<file path="config.mk">
export PLATFORM = sky130hd
export DESIGN_NAME = rshist_ctrl
export DESIGN_NICKNAME = d
export VERILOG_FILES = /design/src/hw/rtl/rshist_pkg.sv /design/src/hw/rtl/rshist_ctrl.sv
export SDC_FILE = /design/constraint.sdc
export NUM_CORES = 1
export LEC_CHECK = 0
export ABC_AREA = 1
export BUFFER_PORTS_ARGS = -buffer_cell sky130_fd_sc_hd__buf_2
export CAP_MARGIN = 20
export CELL_PAD_IN_SITES_DETAIL_PLACEMENT = 1
export CELL_PAD_IN_SITES_GLOBAL_PLACEMENT = 1
export CORE_MARGIN = 2
export CORE_UTILIZATION = 27
export DETAILED_ROUTE_END_ITERATION = 6
export PLACE_DENSITY_LB_ADDON = 0.1
export SYNTH_ARGS = -nofsm -noshare
export SYNTH_HDL_FRONTEND = slang
export SYNTH_SLANG_ARGS = --single-unit
</file>
<file path="constraint.sdc">
create_clock -name clk -period 1.1 [get_ports clk]
set_input_delay 0.11 -clock clk [delete_from_list [all_inputs] [get_ports clk]]
set_output_delay 0.11 -clock clk [all_outputs]
set_load 0.01 [all_outputs]
</file>
<file path="src/hw/rtl/rshist_pkg.sv">
package rshist_pkg;

  // Histogram geometry.
  localparam int NUM_BINS = 20;
  localparam int BIN_W = 5;
  localparam logic [BIN_W-1:0] MAX_BIN = 5'd19;

  // Allele balance bin is floor((20e-1)/n) for e > 0 and 0 for e = 0; for e > 0 the quotient never exceeds 19.
  localparam logic [4:0] BAL_SCALE = 5'd20;
  localparam int QUOT_W = 5;
  localparam int DIVIDEND_W = 21;

  // Depth bin is n/5 capped at 19. Below 95, n/5 = (n*205) >> 10 exactly.
  localparam logic [15:0] DEP_SAT = 16'd95;
  localparam logic [14:0] DEP_RECIP = 15'd205;
  localparam int DEP_RECIP_SHIFT = 10;

  // Request codes.
  localparam logic FUNC_ADD = 1'b0;
  localparam logic FUNC_READ = 1'b1;

  typedef struct packed {
    logic        func;
    logic [15:0] sample_id;
    logic [15:0] alt_count;
    logic [15:0] depth;
    logic [19:0] quality;
    logic [30:0] draw_accept;
    logic [30:0] draw_slot;
    logic [4:0]  read_index;
  } in_item_t;

  typedef struct packed {
    logic        accepted;
    logic        stored;
    logic [3:0]  slot_written;
    logic [31:0] sample_count;
    logic [19:0] max_quality;
    logic [31:0] balance_count;
    logic [31:0] depth_count;
    logic [15:0] kept_id;
    logic        kept_valid;
  } out_item_t;

  typedef enum logic [3:0] {
    S_IDLE,
    S_DECODE,
    S_DIV,
    S_MUL0,
    S_MUL1,
    S_CMP,
    S_UPD,
    S_RD,
    S_RDW,
    S_RES
  } ctrl_state_t;

  // Commands from the controller to the datapath.
  typedef struct packed {
    logic load_in;
    logic div_start;
    logic mul_lo;
    logic mul_hi;
    logic hist_rd_add;
    logic rd_read;
    logic commit;
    logic res_zero;
    logic res_read;
    logic out_load;
  } dp_cmd_t;

  // Status from the datapath to the controller.
  typedef struct packed {
    logic is_read;
    logic zero_depth;
    logic div_done;
  } dp_stat_t;

endpackage

</file>
<file path="src/hw/rtl/rshist_ctrl.sv">
module rshist_ctrl (
  input  logic                 clk,
  input  logic                 rst_n,
  input  logic                 in_valid,
  output logic                 in_ready,
  output logic                 out_valid,
  input  logic                 out_ready,
  input  rshist_pkg::dp_stat_t stat,
  output rshist_pkg::dp_cmd_t  cmd
);

  rshist_pkg::ctrl_state_t state_r, state_nxt;
  logic out_valid_r, out_valid_nxt;

  // Next state.
  always_comb begin
    state_nxt = state_r;
    case (state_r)
      rshist_pkg::S_IDLE: begin
        if (in_valid) begin
          state_nxt = rshist_pkg::S_DECODE;
        end
      end
      rshist_pkg::S_DECODE: begin
        if (stat.is_read) begin
          state_nxt = rshist_pkg::S_RD;
        end else if (stat.zero_depth) begin
          state_nxt = rshist_pkg::S_RES;
        end else begin
          state_nxt = rshist_pkg::S_DIV;
        end
      end
      rshist_pkg::S_DIV: begin
        if (stat.div_done) begin
          state_nxt = rshist_pkg::S_MUL0;
        end
      end
      rshist_pkg::S_MUL0: state_nxt = rshist_pkg::S_MUL1;
      rshist_pkg::S_MUL1: state_nxt = rshist_pkg::S_CMP;
      rshist_pkg::S_CMP:  state_nxt = rshist_pkg::S_UPD;
      rshist_pkg::S_UPD:  state_nxt = rshist_pkg::S_RES;
      rshist_pkg::S_RD:   state_nxt = rshist_pkg::S_RDW;
      rshist_pkg::S_RDW:  state_nxt = rshist_pkg::S_RES;
      rshist_pkg::S_RES: begin
        if (!out_valid_r || out_ready) begin
          state_nxt = rshist_pkg::S_IDLE;
        end
      end
      default: state_nxt = rshist_pkg::S_IDLE;
    endcase
  end

  // Outputs.
  always_comb begin
    cmd = '0;
    in_ready = 1'b0;
    case (state_r)
      rshist_pkg::S_IDLE: begin
        in_ready = 1'b1;
        cmd.load_in = in_valid;
      end
      rshist_pkg::S_DECODE: begin
        if (!stat.is_read) begin
          if (stat.zero_depth) begin
            cmd.res_zero = 1'b1;
          end else begin
            cmd.div_start = 1'b1;
          end
        end
      end
      rshist_pkg::S_MUL0: cmd.mul_lo = 1'b1;
      rshist_pkg::S_MUL1: cmd.mul_hi = 1'b1;
      rshist_pkg::S_CMP:  cmd.hist_rd_add = 1'b1;
      rshist_pkg::S_UPD:  cmd.commit = 1'b1;
      rshist_pkg::S_RD:   cmd.rd_read = 1'b1;
      rshist_pkg::S_RDW:  cmd.res_read = 1'b1;
      rshist_pkg::S_RES:  cmd.out_load = !out_valid_r || out_ready;
      default: cmd = '0;
    endcase
  end

  // Output register occupancy.
  always_comb begin
    if (cmd.out_load) begin
      out_valid_nxt = 1'b1;
    end else if (out_ready) begin
      out_valid_nxt = 1'b0;
    end else begin
      out_valid_nxt = out_valid_r;
    end
  end

  always_ff @(posedge clk) begin
    if (!rst_n) begin
      state_r <= rshist_pkg::S_IDLE;
      out_valid_r <= 1'b0;
    end else begin
      state_r <= state_nxt;
      out_valid_r <= out_valid_nxt;
    end
  end

  assign out_valid = out_valid_r;

  // A new result never overwrites one that is still waiting.
  a_no_overwrite: assert property (@(posedge clk) disable iff (!rst_n)
    cmd.out_load |-> (!out_valid_r || out_ready))
    else $error("result register overwritten");

  // The divider finishes only while the controller waits for it.
  a_div_in_state: assert property (@(posedge clk) disable iff (!rst_n)
    stat.div_done |-> (state_r == rshist_pkg::S_DIV))
    else $error("divider done outside divide state");

  // Histogram update always follows the keep decision.
  a_upd_order: assert property (@(posedge clk) disable iff (!rst_n)
    (state_r == rshist_pkg::S_UPD) |-> ($past(state_r) == rshist_pkg::S_CMP))
    else $error("update without keep decision");

endmodule

</file>
==> out/results.ini <==
[yosys]
synth_most_common_cell=inv_1
netlist.area_leader.share=0.2462
netlist_area_um2=406.6
syn-num-nets=74
ys_top_cells_by_count=inv_1 (15), nand2_1 (11), nor2_1 (11)
ys_async_sr_fraction=0
synth_top_area_cell=dfxtp_1
seq_area_frac_synth=0.2462
synthTopCellsByArea=dfxtp_1 (25%), inv_1 (14%), nand2_1 (10%)
synth_cell_types=21
ys_ff_latch=5
postSynthAreaPerCell_um2=6.069
synthCells=67
yosys_warnings=0
ys.flop_type=dfxtp_1
synth_edf_count=0

[worst_setup_path]
critPathArrivalTime_ps=1140
required_ps=990
end_kind=output pin
cp-start-kind=register
ff2ff_setup_slack_ps=-80
crit_fanout=5
path_class=reg2out

[global_routing]
overflow=0
grt_pass1_vias=559
grt_max_degree=6
grt_usage=0.1825
grt_pass1_wl_um=2497
antenna_found_initial=0

[floorplanning]
io_pins=19
dieArea_um2=1833
core_um2=1454
fp.dieW_um=42.81
die_h_um=42.81
start_util=0.2797
rows=14

[timing]
fin_tns_setup_ps=-1441
rsz0062_at_grt=yes
fin_worst_skew_ps=2.096
finalHoldViolCount=0
finalSetupViolCount=14
final.period_utilization=1.138
slew_headroom=0.8536
max_freq_mhz=799.2
period_needed_ps=1251
maxSlewViolCount=0
tightest_slew_ps=218.2
fin_ws_ps=-151.3

[outcome]
outcome=complete, but fails checks
violations=setup timing

[power_and_ir_drop]
irDropWorstVdd_mv=1.112
p_leak_nw=0.4336
p_per_area_nw_per_um2=2000

[cts]
holdBufCountCts=0
clockRootBuffer=clkbuf_4
clk_path_buf_depth=2
clkTransAtPathRegs_ps=50
clock_latency_ps=240
cts_sinks=5
cts_buffers=3
htreeDepth=1
cts_tree=done

[placement]
place_area_um2=531.8
dpl.hpwl_um=1029
portBuffers=18
place_congestion=0.7760
dp_cells=103
pre_cts_slack_ps=-64.50

[hold_path]
hp-class=in2reg

[finish]
layout.nets=112
nFillCells=190
instances_no_fill=120
area_growth_pct=105.8
antennaDiodeCount=0
final_layout_size_suffix_gt1_frac=0.7308
utilization=0.5757
final_area_um2=837.1

[routing]
first_pass_iters=2
via_count=565
ant_nets=0
viasPerCell=4.708
drt_iter0_markers=9
drc_errors=0
wl_per_cell_um=14.23
wirelength_um=1708

[run]
cap_violations=0

routing by layer:
| metal | vias to the layer above | global-route usage | share of wire |
|---|---|---|---|
| met4 | 0 | 0.05625 | 0.0088 |
| met3 | 2 | 0.02553 | 0.030 |
| li1 | 280 | - | - |
| met2 | 13 | 0.3364 | 0.55 |
| met5 | - | 0 | 0 |
| met1 | 270 | 0.2128 | 0.41 |
logic make-up (layout without fill, tap and decap cells):
| kind of cell | count (synthesis) | after routing | share of synthesized area |
|---|---|---|---|
| simple gates | 37 | 37 | 0.4708 |
| buf+inv | 18 | 55 | 0.1754 |
| compound gates | 7 | 7 | 0.1077 |
| flops | 5 | 5 | 0.2462 |
where the power goes:
group / internal [W] / switching, W / total, W
Sequential: 0.000251 / 0.000134 / 0.000385
Combinational: 0.000501 / 0.000575 / 0.00108
Clock: 0.000137 / 0.0000757 / 0.000213
Total: 0.000889 / 0.000785 / 0.00167
repair_timing:
action,CTS,global route
pin swaps,6,7
gates resized for setup,23,32
setup buffers,8,5
setup endpoints to repair,15,16
worst max-delay path, cell delays in order, from the launching register on:
cell	delay, ps
dfxtp_4	370
buf_4	140
nor4_4	220
buf_2	170
layout make-up:
cell class              count  area, um^2  area share
clock buffers               4       26.28     0.03139
inverters                  17       76.32     0.09118
multi-input cells          44       346.6      0.4141
flip-flops and latches      5       115.1      0.1375
well taps                  16       20.02     0.02392
repair buffers             34       252.7      0.3019
cells in the final DEF (no fill, tap or decap), types with 4 or more instances in the layout:
cell      n
buf_4    13
inv_1     9
buf_2    13
nor2_1    6
nor2_4    6
nand2_2   4
inv_2     4
dfxtp_4   4
nand3_1   4
buf_6     8
nand2_1   5
sequential cells by signal, summed over array words and instances (netlist names):
register   count
out_valid      1
state_r        4
final timing paths:
check | start | to | cells after the start
worst max-delay path | state_r[1]$_SDFFE_PN0P_ | cmd[0] | 3
worst min-delay path | rst_n | state_r[3]$_SDFFE_PN0P_ | 3
worst max register to register | state_r[1]$_SDFFE_PN0P_ | out_valid$_SDFFE_PN0P_ | 6
worst min register to register | out_valid$_SDFFE_PN0P_ | out_valid$_SDFFE_PN0P_ | 4
stage by stage:
stage,hold slack (ps),power [W]
5_1_grt,94.36,0.001793
2_1_floorplan,207.6,0.0006924
4_1_cts,85.33,0.001373
3_5_place_dp,329.6,0.0009193
6_report,93.19,0.001674
3_3_place_gp,323.3,0.0009240
Note: power is estimated with default switching activity, not from simulation.
