==> src/hw/rtl/rshist_pkg.sv <==
package rshist_pkg;

  // Histogram geometry.
  localparam int NUM_BINS = 20;
  localparam int BIN_W = 5;
  localparam logic [BIN_W-1:0] MAX_BIN = 5'd19;

  // Allele balance bin is floor((20e-1)/n) for e > 0 and 0 for e = 0; for e > 0 the quotient never exceeds 19.
  localparam logic [4:0] BAL_SCALE = 5'd20;
  localparam int QUOT_W = 5;
  localparam int DIVIDEND_W = 21;

  // Depth bin is n/5 capped at 19. Below 95, n/5 = (n*205) >> 10 exactly.
  localparam logic [15:0] DEP_SAT = 16'd95;
  localparam logic [14:0] DEP_RECIP = 15'd205;
  localparam int DEP_RECIP_SHIFT = 10;

  // Request codes.
  localparam logic FUNC_ADD = 1'b0;
  localparam logic FUNC_READ = 1'b1;

  typedef struct packed {
    logic        func;
    logic [15:0] sample_id;
    logic [15:0] alt_count;
    logic [15:0] depth;
    logic [19:0] quality;
    logic [30:0] draw_accept;
    logic [30:0] draw_slot;
    logic [4:0]  read_index;
  } in_item_t;

  typedef struct packed {
    logic        accepted;
    logic        stored;
    logic [3:0]  slot_written;
    logic [31:0] sample_count;
    logic [19:0] max_quality;
    logic [31:0] balance_count;
    logic [31:0] depth_count;
    logic [15:0] kept_id;
    logic        kept_valid;
  } out_item_t;

  typedef enum logic [3:0] {
    S_IDLE,
    S_DECODE,
    S_DIV,
    S_MUL0,
    S_MUL1,
    S_CMP,
    S_UPD,
    S_RD,
    S_RDW,
    S_RES
  } ctrl_state_t;

  // Commands from the controller to the datapath.
  typedef struct packed {
    logic load_in;
    logic div_start;
    logic mul_lo;
    logic mul_hi;
    logic hist_rd_add;
    logic rd_read;
    logic commit;
    logic res_zero;
    logic res_read;
    logic out_load;
  } dp_cmd_t;

  // Status from the datapath to the controller.
  typedef struct packed {
    logic is_read;
    logic zero_depth;
    logic div_done;
  } dp_stat_t;

endpackage

==> src/hw/rtl/rshist_div.sv <==
module rshist_div (
  input  logic                                clk,
  input  logic                                rst_n,
  input  logic                                start,
  input  logic [rshist_pkg::DIVIDEND_W-1:0]   dividend,
  input  logic [15:0]                         divisor,
  output logic                                done,
  output logic [rshist_pkg::QUOT_W-1:0]       quot
);

  localparam int STEPS = rshist_pkg::QUOT_W;
  localparam int DW = rshist_pkg::DIVIDEND_W;

  logic          busy_r, busy_nxt;
  logic [2:0]    cnt_r, cnt_nxt;
  logic [DW-1:0] rem_r, rem_nxt;
  logic [DW-1:0] dsr_r, dsr_nxt;
  logic [STEPS-1:0] quot_r, quot_nxt;
  logic          ge;

  // One quotient bit per cycle, most significant first.
  always_comb begin
    ge = (rem_r >= dsr_r);
    done = busy_r && (cnt_r == 3'(STEPS - 1));
    busy_nxt = busy_r;
    cnt_nxt = cnt_r;
    rem_nxt = rem_r;
    dsr_nxt = dsr_r;
    quot_nxt = quot_r;
    if (start) begin
      busy_nxt = 1'b1;
      cnt_nxt = '0;
      rem_nxt = dividend;
      dsr_nxt = DW'(divisor) << (STEPS - 1);
      quot_nxt = '0;
    end else if (busy_r) begin
      if (ge) begin
        rem_nxt = rem_r - dsr_r;
      end
      quot_nxt = {quot_r[STEPS-2:0], ge};
      dsr_nxt = dsr_r >> 1;
      cnt_nxt = cnt_r + 3'd1;
      if (done) begin
        busy_nxt = 1'b0;
      end
    end
  end

  // Control state.
  always_ff @(posedge clk) begin
    if (!rst_n) begin
      busy_r <= 1'b0;
      cnt_r <= '0;
    end else begin
      busy_r <= busy_nxt;
      cnt_r <= cnt_nxt;
    end
  end

  // Working registers.
  always_ff @(posedge clk) begin
    rem_r <= rem_nxt;
    dsr_r <= dsr_nxt;
    quot_r <= quot_nxt;
  end

  assign quot = quot_r;

endmodule

==> src/hw/rtl/rshist_dp.sv <==
module rshist_dp #(
  parameter int KEEP_SLOTS = 10
) (
  input  logic                  clk,
  input  logic                  rst_n,
  input  rshist_pkg::dp_cmd_t   cmd,
  output rshist_pkg::dp_stat_t  stat,
  input  rshist_pkg::in_item_t  in_data,
  output rshist_pkg::out_item_t out_data
);

  localparam int SLOT_W = (KEEP_SLOTS > 1) ? $clog2(KEEP_SLOTS) : 1;
  localparam int IDX_W = (SLOT_W > 5) ? SLOT_W : 5;
  localparam int SP_W = 39;
  localparam int BIN_W = rshist_pkg::BIN_W;
  localparam int NUM_BINS = rshist_pkg::NUM_BINS;
  localparam logic [64:0] ACC_LIMIT = 65'(KEEP_SLOTS) << 32;

  function automatic logic [31:0] sat_inc(input logic [31:0] x);
    return (x == '1) ? x : x + 32'd1;
  endfunction

  rshist_pkg::in_item_t  item_r;
  rshist_pkg::out_item_t res_r;
  rshist_pkg::out_item_t out_r;

  logic [31:0] count_r;
  logic [19:0] best_r;
  logic [47:0] pp_lo_r;
  logic [48:0] pp_hi_r;
  logic [SLOT_W-1:0] slot_prod_r;
  logic        keep_r;

  logic [31:0] bal_mem [NUM_BINS];
  logic [31:0] dep_mem [NUM_BINS];
  logic [NUM_BINS-1:0] bal_vld_r;
  logic [NUM_BINS-1:0] dep_vld_r;
  logic [31:0] bal_rd_r, dep_rd_r;
  logic        bal_rv_r, dep_rv_r;
  logic [BIN_W-1:0] bal_wa_r, dep_wa_r;
  logic        bin_ok_r;

  logic [15:0] slot_mem [KEEP_SLOTS];
  logic [15:0] kid_rd_r;
  logic        kval_r;

  logic [15:0] e_cl;
  logic [rshist_pkg::DIVIDEND_W-1:0] dividend;
  logic        div_done;
  logic [rshist_pkg::QUOT_W-1:0] quot;
  logic [BIN_W-1:0] abin, dbin, rd_bin, bal_ra, dep_ra;
  logic [14:0] dq;
  logic [31:0] acc_a;
  logic [32:0] cnt_p1;
  logic [SP_W-1:0] slot_prod;
  logic [64:0] lhs;
  logic        fill, stored;
  logic [SLOT_W-1:0] slot_w, slot_ra;
  logic [IDX_W-1:0] idx_wide;
  logic [SLOT_W+3:0] slot_out;
  logic        slot_in_range;
  logic [31:0] bal_cur, dep_cur, count_new;
  logic [19:0] best_new;

  // Clamped evidence and the two bin numbers.
  always_comb begin
    e_cl = (item_r.alt_count > item_r.depth) ? item_r.depth : item_r.alt_count;
    dividend = rshist_pkg::DIVIDEND_W'(e_cl) * rshist_pkg::DIVIDEND_W'(rshist_pkg::BAL_SCALE)
               - rshist_pkg::DIVIDEND_W'(1);
    if (e_cl == 16'd0) begin
      abin = '0;
    end else if (quot > rshist_pkg::MAX_BIN) begin
      abin = rshist_pkg::MAX_BIN;
    end else begin
      abin = quot;
    end
    dq = 15'(item_r.depth[6:0]) * rshist_pkg::DEP_RECIP;
    if (item_r.depth >= rshist_pkg::DEP_SAT) begin
      dbin = rshist_pkg::MAX_BIN;
    end else begin
      dbin = dq[rshist_pkg::DEP_RECIP_SHIFT +: BIN_W];
    end
  end

  rshist_div u_div (
    .clk      (clk),
    .rst_n    (rst_n),
    .start    (cmd.div_start),
    .dividend (dividend),
    .divisor  (item_r.depth),
    .done     (div_done),
    .quot     (quot)
  );

  // Operands of the keep test (2r+1)*(count+1) < KEEP_SLOTS*2^32 and the slot draw.
  always_comb begin
    acc_a = {item_r.draw_accept, 1'b1};
    cnt_p1 = 33'(count_r) + 33'd1;
    slot_prod = SP_W'({item_r.draw_slot, 1'b1}) * SP_W'(KEEP_SLOTS);
    lhs = {pp_hi_r, 16'h0000} + 65'(pp_lo_r);
  end

  // Read addresses: the add path reads its bins, the read path reads read_index.
  always_comb begin
    rd_bin = (32'(item_r.read_index) < 32'(NUM_BINS)) ? item_r.read_index : '0;
    bal_ra = cmd.hist_rd_add ? abin : rd_bin;
    dep_ra = cmd.hist_rd_add ? dbin : rd_bin;
    idx_wide = IDX_W'(item_r.read_index);
    slot_in_range = (7'(item_r.read_index) < 7'(KEEP_SLOTS));
    slot_ra = slot_in_range ? idx_wide[SLOT_W-1:0] : '0;
  end

  // Reservoir decision and new running values.
  always_comb begin
    fill = (count_r < 32'(KEEP_SLOTS));
    stored = fill || keep_r;
    slot_w = fill ? count_r[SLOT_W-1:0] : slot_prod_r;
    slot_out = (SLOT_W + 4)'(slot_w);
    bal_cur = bal_rv_r ? bal_rd_r : 32'd0;
    dep_cur = dep_rv_r ? dep_rd_r : 32'd0;
    count_new = sat_inc(count_r);
    best_new = (item_r.quality > best_r) ? item_r.quality : best_r;
  end

  // Captured request and arithmetic stages.
  always_ff @(posedge clk) begin
    if (cmd.load_in) begin
      item_r <= in_data;
    end
    if (cmd.mul_lo) begin
      pp_lo_r <= 48'(acc_a) * 48'(cnt_p1[15:0]);
      slot_prod_r <= slot_prod[32 +: SLOT_W];
    end
    if (cmd.mul_hi) begin
      pp_hi_r <= 49'(acc_a) * 49'(cnt_p1[32:16]);
    end
    if (cmd.hist_rd_add) begin
      keep_r <= (lhs < ACC_LIMIT);
      bal_wa_r <= abin;
      dep_wa_r <= dbin;
    end
  end

  // Running count, best quality and histogram valid bits.
  always_ff @(posedge clk) begin
    if (!rst_n) begin
      count_r <= '0;
      best_r <= '0;
      bal_vld_r <= '0;
      dep_vld_r <= '0;
    end else if (cmd.commit) begin
      count_r <= count_new;
      best_r <= best_new;
      bal_vld_r[bal_wa_r] <= 1'b1;
      dep_vld_r[dep_wa_r] <= 1'b1;
    end
  end

  // Histogram memories: one read and one write port each.
  always_ff @(posedge clk) begin
    if (cmd.hist_rd_add || cmd.rd_read) begin
      bal_rd_r <= bal_mem[bal_ra];
      dep_rd_r <= dep_mem[dep_ra];
      bal_rv_r <= bal_vld_r[bal_ra];
      dep_rv_r <= dep_vld_r[dep_ra];
    end
    if (cmd.commit) begin
      bal_mem[bal_wa_r] <= sat_inc(bal_cur);
      dep_mem[dep_wa_r] <= sat_inc(dep_cur);
    end
  end

  // Reservoir slot memory.
  always_ff @(posedge clk) begin
    if (cmd.rd_read) begin
      kid_rd_r <= slot_mem[slot_ra];
      kval_r <= slot_in_range && (32'(item_r.read_index) < count_r);
      bin_ok_r <= (32'(item_r.read_index) < 32'(NUM_BINS));
    end
    if (cmd.commit && stored) begin
      slot_mem[slot_w] <= item_r.sample_id;
    end
  end

  // Result staging and the output register.
  always_ff @(posedge clk) begin
    if (cmd.res_zero) begin
      res_r.accepted <= 1'b0;
      res_r.stored <= 1'b0;
      res_r.slot_written <= '0;
      res_r.sample_count <= count_r;
      res_r.max_quality <= best_r;
      res_r.balance_count <= '0;
      res_r.depth_count <= '0;
      res_r.kept_id <= '0;
      res_r.kept_valid <= 1'b0;
    end else if (cmd.commit) begin
      res_r.accepted <= 1'b1;
      res_r.stored <= stored;
      res_r.slot_written <= stored ? slot_out[3:0] : 4'd0;
      res_r.sample_count <= count_new;
      res_r.max_quality <= best_new;
      res_r.balance_count <= '0;
      res_r.depth_count <= '0;
      res_r.kept_id <= '0;
      res_r.kept_valid <= 1'b0;
    end else if (cmd.res_read) begin
      res_r.accepted <= 1'b0;
      res_r.stored <= 1'b0;
      res_r.slot_written <= '0;
      res_r.sample_count <= count_r;
      res_r.max_quality <= best_r;
      res_r.balance_count <= bin_ok_r ? bal_cur : 32'd0;
      res_r.depth_count <= bin_ok_r ? dep_cur : 32'd0;
      res_r.kept_id <= kval_r ? kid_rd_r : 16'd0;
      res_r.kept_valid <= kval_r;
    end
    if (cmd.out_load) begin
      out_r <= res_r;
    end
  end

  assign stat.is_read = (item_r.func == rshist_pkg::FUNC_READ);
  assign stat.zero_depth = (item_r.depth == 16'd0);
  assign stat.div_done = div_done;
  assign out_data = out_r;

  // A slot write always lands inside the reservoir.
  a_slot_in_range: assert property (@(posedge clk) disable iff (!rst_n)
    (cmd.commit && stored) |-> (7'(slot_w) < 7'(KEEP_SLOTS)))
    else $error("reservoir slot write out of range");

endmodule

==> config.mk <==
export PLATFORM = sky130hd
export DESIGN_NAME = rshist_dp
export DESIGN_NICKNAME = d
export VERILOG_FILES = /design/src/hw/rtl/rshist_pkg.sv /design/src/hw/rtl/rshist_div.sv /design/src/hw/rtl/rshist_dp.sv
export SDC_FILE = /design/constraint.sdc
export NUM_CORES = 2
export LEC_CHECK = 0
export ABC_CLOCK_PERIOD_IN_PS = 9250
export BUFFER_PORTS_ARGS = -buffer_cell sky130_fd_sc_hd__buf_2
export CAP_MARGIN = 20
export CORE_MARGIN = 5
export CORE_UTILIZATION = 40
export CTS_CLUSTER_SIZE = 20
export DETAILED_ROUTE_END_ITERATION = 16
export GPL_TIMING_DRIVEN = 0
export REMOVE_ABC_BUFFERS = 1
export SYNTH_ARGS = -nofsm -noshare
export SYNTH_HDL_FRONTEND = slang
export SYNTH_HIERARCHICAL = 1
export SYNTH_SLANG_ARGS = --single-unit
==> constraint.sdc <==
create_clock -name clk -period 9.25 [get_ports clk]
set_input_delay 1.3875 -clock clk [delete_from_list [all_inputs] [get_ports clk]]
set_output_delay 1.3875 -clock clk [all_outputs]
set_load 0.05 [all_outputs]
==> summary.txt <==
Leading cell type in the layout, fill and taps excluded: nand2_1
Clk Latency, worst-skew pair: 0.97 ns
Seq. cell area: 63500 um2
Post-synthesis sequential area ratio: 51.8%
Area delta synth->final: 15.7%
Most frequent cells in the layout: 1992 x nand2_1, 1984 x edfxtp_1, 1134 x inv_1, 876 x fa_1, 458 x ha_1
Vias in the first global route: 84200
Setup Viol. Count Final: 0
Hold Crit Class: reg2reg
Critical path destination: pp_hi_r[48]
Post-Syn Area: 122000 um2
Drt drc: 0
First-pass GRT wire length: 505 mm
Setup crit end kind: flip-flop
Share of cells above drive strength 1: 11.0%
Via density: 5.42
Worst R2R Setup Slack: 0.29 ns
CP Depth: 29
Slew HR: 22.3%
Quantity of hold-fixing buffers added after cts: 0
Nets@finish: 12300
Status: finished, final reports clean
Buf+Inv Stages, Crit Path: 3
Max_cap viols: 0
Slowest-stage cell, CP: fa_1
Vias: 81900
Starting density of the core: 40.1%
Drt pass-1 iters: 6
Io pins: 290
Post-Layout Cell Count: 15100
Total grt overflow: 0
Cell repeated most along the worst path: fa_1
Post-layout instance area: 142000 um2
Peak supply drop: 186 uV
CP top delay family: adder cells
Area after DPL: 133000 um2
Clk_skew: 0.159 ns
DR WL/cell: 21.9 um
Worst R2R Start: count_r[2]
Die Span Y: 563 um
RR Endpoint: pp_hi_r[48]
Clock transition at the registers of the reported paths: 0.06 ns
Num CTS Buffers: 230
Crit. Startpoint: count_r[2]
Row count: 203
1st-iter DRT viols: 6324
Critical path class: reg2reg
Final hold slack: 0.418 ns
Critical Path Fanout Max: 16
Synth cell types: 97
Core footprint: 305000 um2
Post-route ant nets: 0
HPWL after DPL: 236 mm
Fin crit period: 8.96 ns
Clk buf depth: 4
Fin crit share: 96.9%
Fin. max-slew vios: 0
Crit path DAT: 9.55 ns
Critical Path Source Type: flip-flop
Die span in x: 563 um
EDFF count, synth: 1984
Depth of the worst register-to-register path: 29
Placer Congestion: 0.872
Post-Route WL: 331 mm
Slew @ Worst Pin: 1.16 ns
Largest net degree at the start of global routing: 84
Area of the multi-input gates: 53500 um2
LEAKAGE: 56.2 nW
Share of flip-flops with an asynchronous set or reset: 0%
Die Footprint: 317000 um2
# H-tree levels: 4
Power per cell area: 180 nW/um2
Post-synthesis register bit count: 2176
Util after Layout: 46.4%
Max Freq: 112 MHz
Syn Inst Count: 10500
Placed cells: 14600
Worst Path Required: 9.84 ns
Top FF cell, synth: edfxtp_1
Clock root cell: clkbuf_16
CTS sink cnt: 2176
Port Buf Inserts: 289
Avg Cell Area, Syn: 11.6 um2
Highest cell delay on the worst timing path: 0.56 ns
Fin. Hold Viols: 0
Yosys warns: 6
CTS tree: done
Total track usage: 20.5%
Filler cells: 27000
Total power: 0.0255 W
Initial antenna violation count: 30
worst min path at each step:
stage               start             to  slack (ns)  cells after the start
6_report        res_r[88]   out_data[88]        0.42                      0
5_1_grt         res_r[88]   out_data[88]        0.43                      0
4_1_cts         res_r[88]   out_data[88]        0.42                      0
3_5_place_dp    res_r[88]   out_data[88]        0.40                      0
3_3_place_gp    res_r[89]   out_data[89]        0.40                      0
2_1_floorplan  res_r[100]  out_data[100]        0.40                      0
report_power, final:
part	switching, W	total, W	internal (W)
logic	0.00269	0.00430	0.00161
registers	0.000374	0.0117	0.0113
clock network	0.00400	0.00950	0.00550
total	0.00707	0.0255	0.0184
metal layers:
layer | GRT usage (%) | up-vias | routed length [um]
met5 | 0 | - | 12
met4 | 7.18 | 2 | 12900
met3 | 2.88 | 735 | 20600
met2 | 35.4 | 2829 | 163000
met1 | 26.6 | 41600 | 135000
li1 | - | 36700 | -
final cells by class:
type	instances	area share, %
clock buffer	286	4.34
tap	4100	3.62
antenna	12	0.0212
multi-input combinational	6648	37.7
inverter	1138	3.02
timing repair buffer	607	5.33
sequential	2176	44.8
clock inverter	142	1.19
synth_stat cells, types with 34 or more instances:
library cell / n / share of area, %
edfxtp_1: 1984 / 49
a21oi_1: 279 / 1.1
nand4_1: 60 / 0.31
nor2b_1: 44 / 0.22
nor3_1: 66 / 0.27
clkbuf_1: 431 / 1.3
ha_1: 459 / 4.7
a31oi_1: 124 / 0.63
nand2_1: 1994 / 6.1
o211ai_1: 44 / 0.27
inv_1: 1135 / 3.5
a311oi_1: 76 / 0.54
a211oi_1: 43 / 0.26
buf_2: 105 / 0.43
and3_1: 114 / 0.58
nand3_1: 404 / 1.7
o31ai_1: 36 / 0.22
o21ai_0: 247 / 1.0
nor2_1: 395 / 1.2
fa_1: 876 / 14
a22o_1: 109 / 0.78
and2_1: 343 / 1.8
a32oi_1: 67 / 0.48
xor2_1: 105 / 0.75
a21o_1: 64 / 0.39
o221ai_1: 34 / 0.24
mux2i_1: 146 / 1.2
xnor2_1: 116 / 0.83
dfxtp_1: 192 / 3.1
per-stage QoR:
step / worst slack [ns] / setup TNS, ns
finish: 0.286 / 0
global route: -0.0563 / -0.0563
CTS: 0.00321 / 0
detailed placement: -1.78 / -31.65
global placement: -18.27 / -1811.64
floorplan: -5.03 / -210.98
logic make-up (layout without fill, tap and decap cells):
family,after synthesis,in the layout,synth area share [%]
AND/OR/NAND/NOR,3600,3600,13.2
flip-flops,2176,2176,51.8
buffers and inverters,1718,2173,5.46
adder cells (fa/ha/maj),1335,1335,19.0
AO/OA/AOI/OAI,1311,1311,7.36
XOR/XNOR,221,221,1.58
multiplexers,179,179,1.64
other,1,14,0.00306
worst reg2reg max path, delay by kind of cell (launching register included):
family / cells / cell delay, ns
AO/OA/AOI/OAI: 7 / 1.76
XOR/XNOR: 2 / 0.32
adder cells (fa/ha/maj): 7 / 3.54
buffers and inverters: 3 / 0.28
flip-flops: 1 / 0.43
AND/OR/NAND/NOR: 10 / 2.38
registers in the layout, summed over array words and instances (netlist names), 16 cells and up:
name and flops:
bal_mem 640, dep_mem 640, slot_mem 160, out_data 139
res_r 139, item_r 99, pp_hi_r 49, bal_rd_r 32
count_r 32, dep_rd_r 32, pp_lo_r 32, acc_a 31
u_div/rem_r 21, bal_vld_r 20, best_r 20, dep_vld_r 20
u_div/dsr_r 20, kid_rd_r 16
timing repair:
action | CTS | global route
gates resized for setup | 37 | 32
pin swaps | 3 | 4
cloned | 0 | 1
setup endpoints to repair | 37 | 12
setup buffers | 8 | 6
Power figures use the tool's default switching activity.
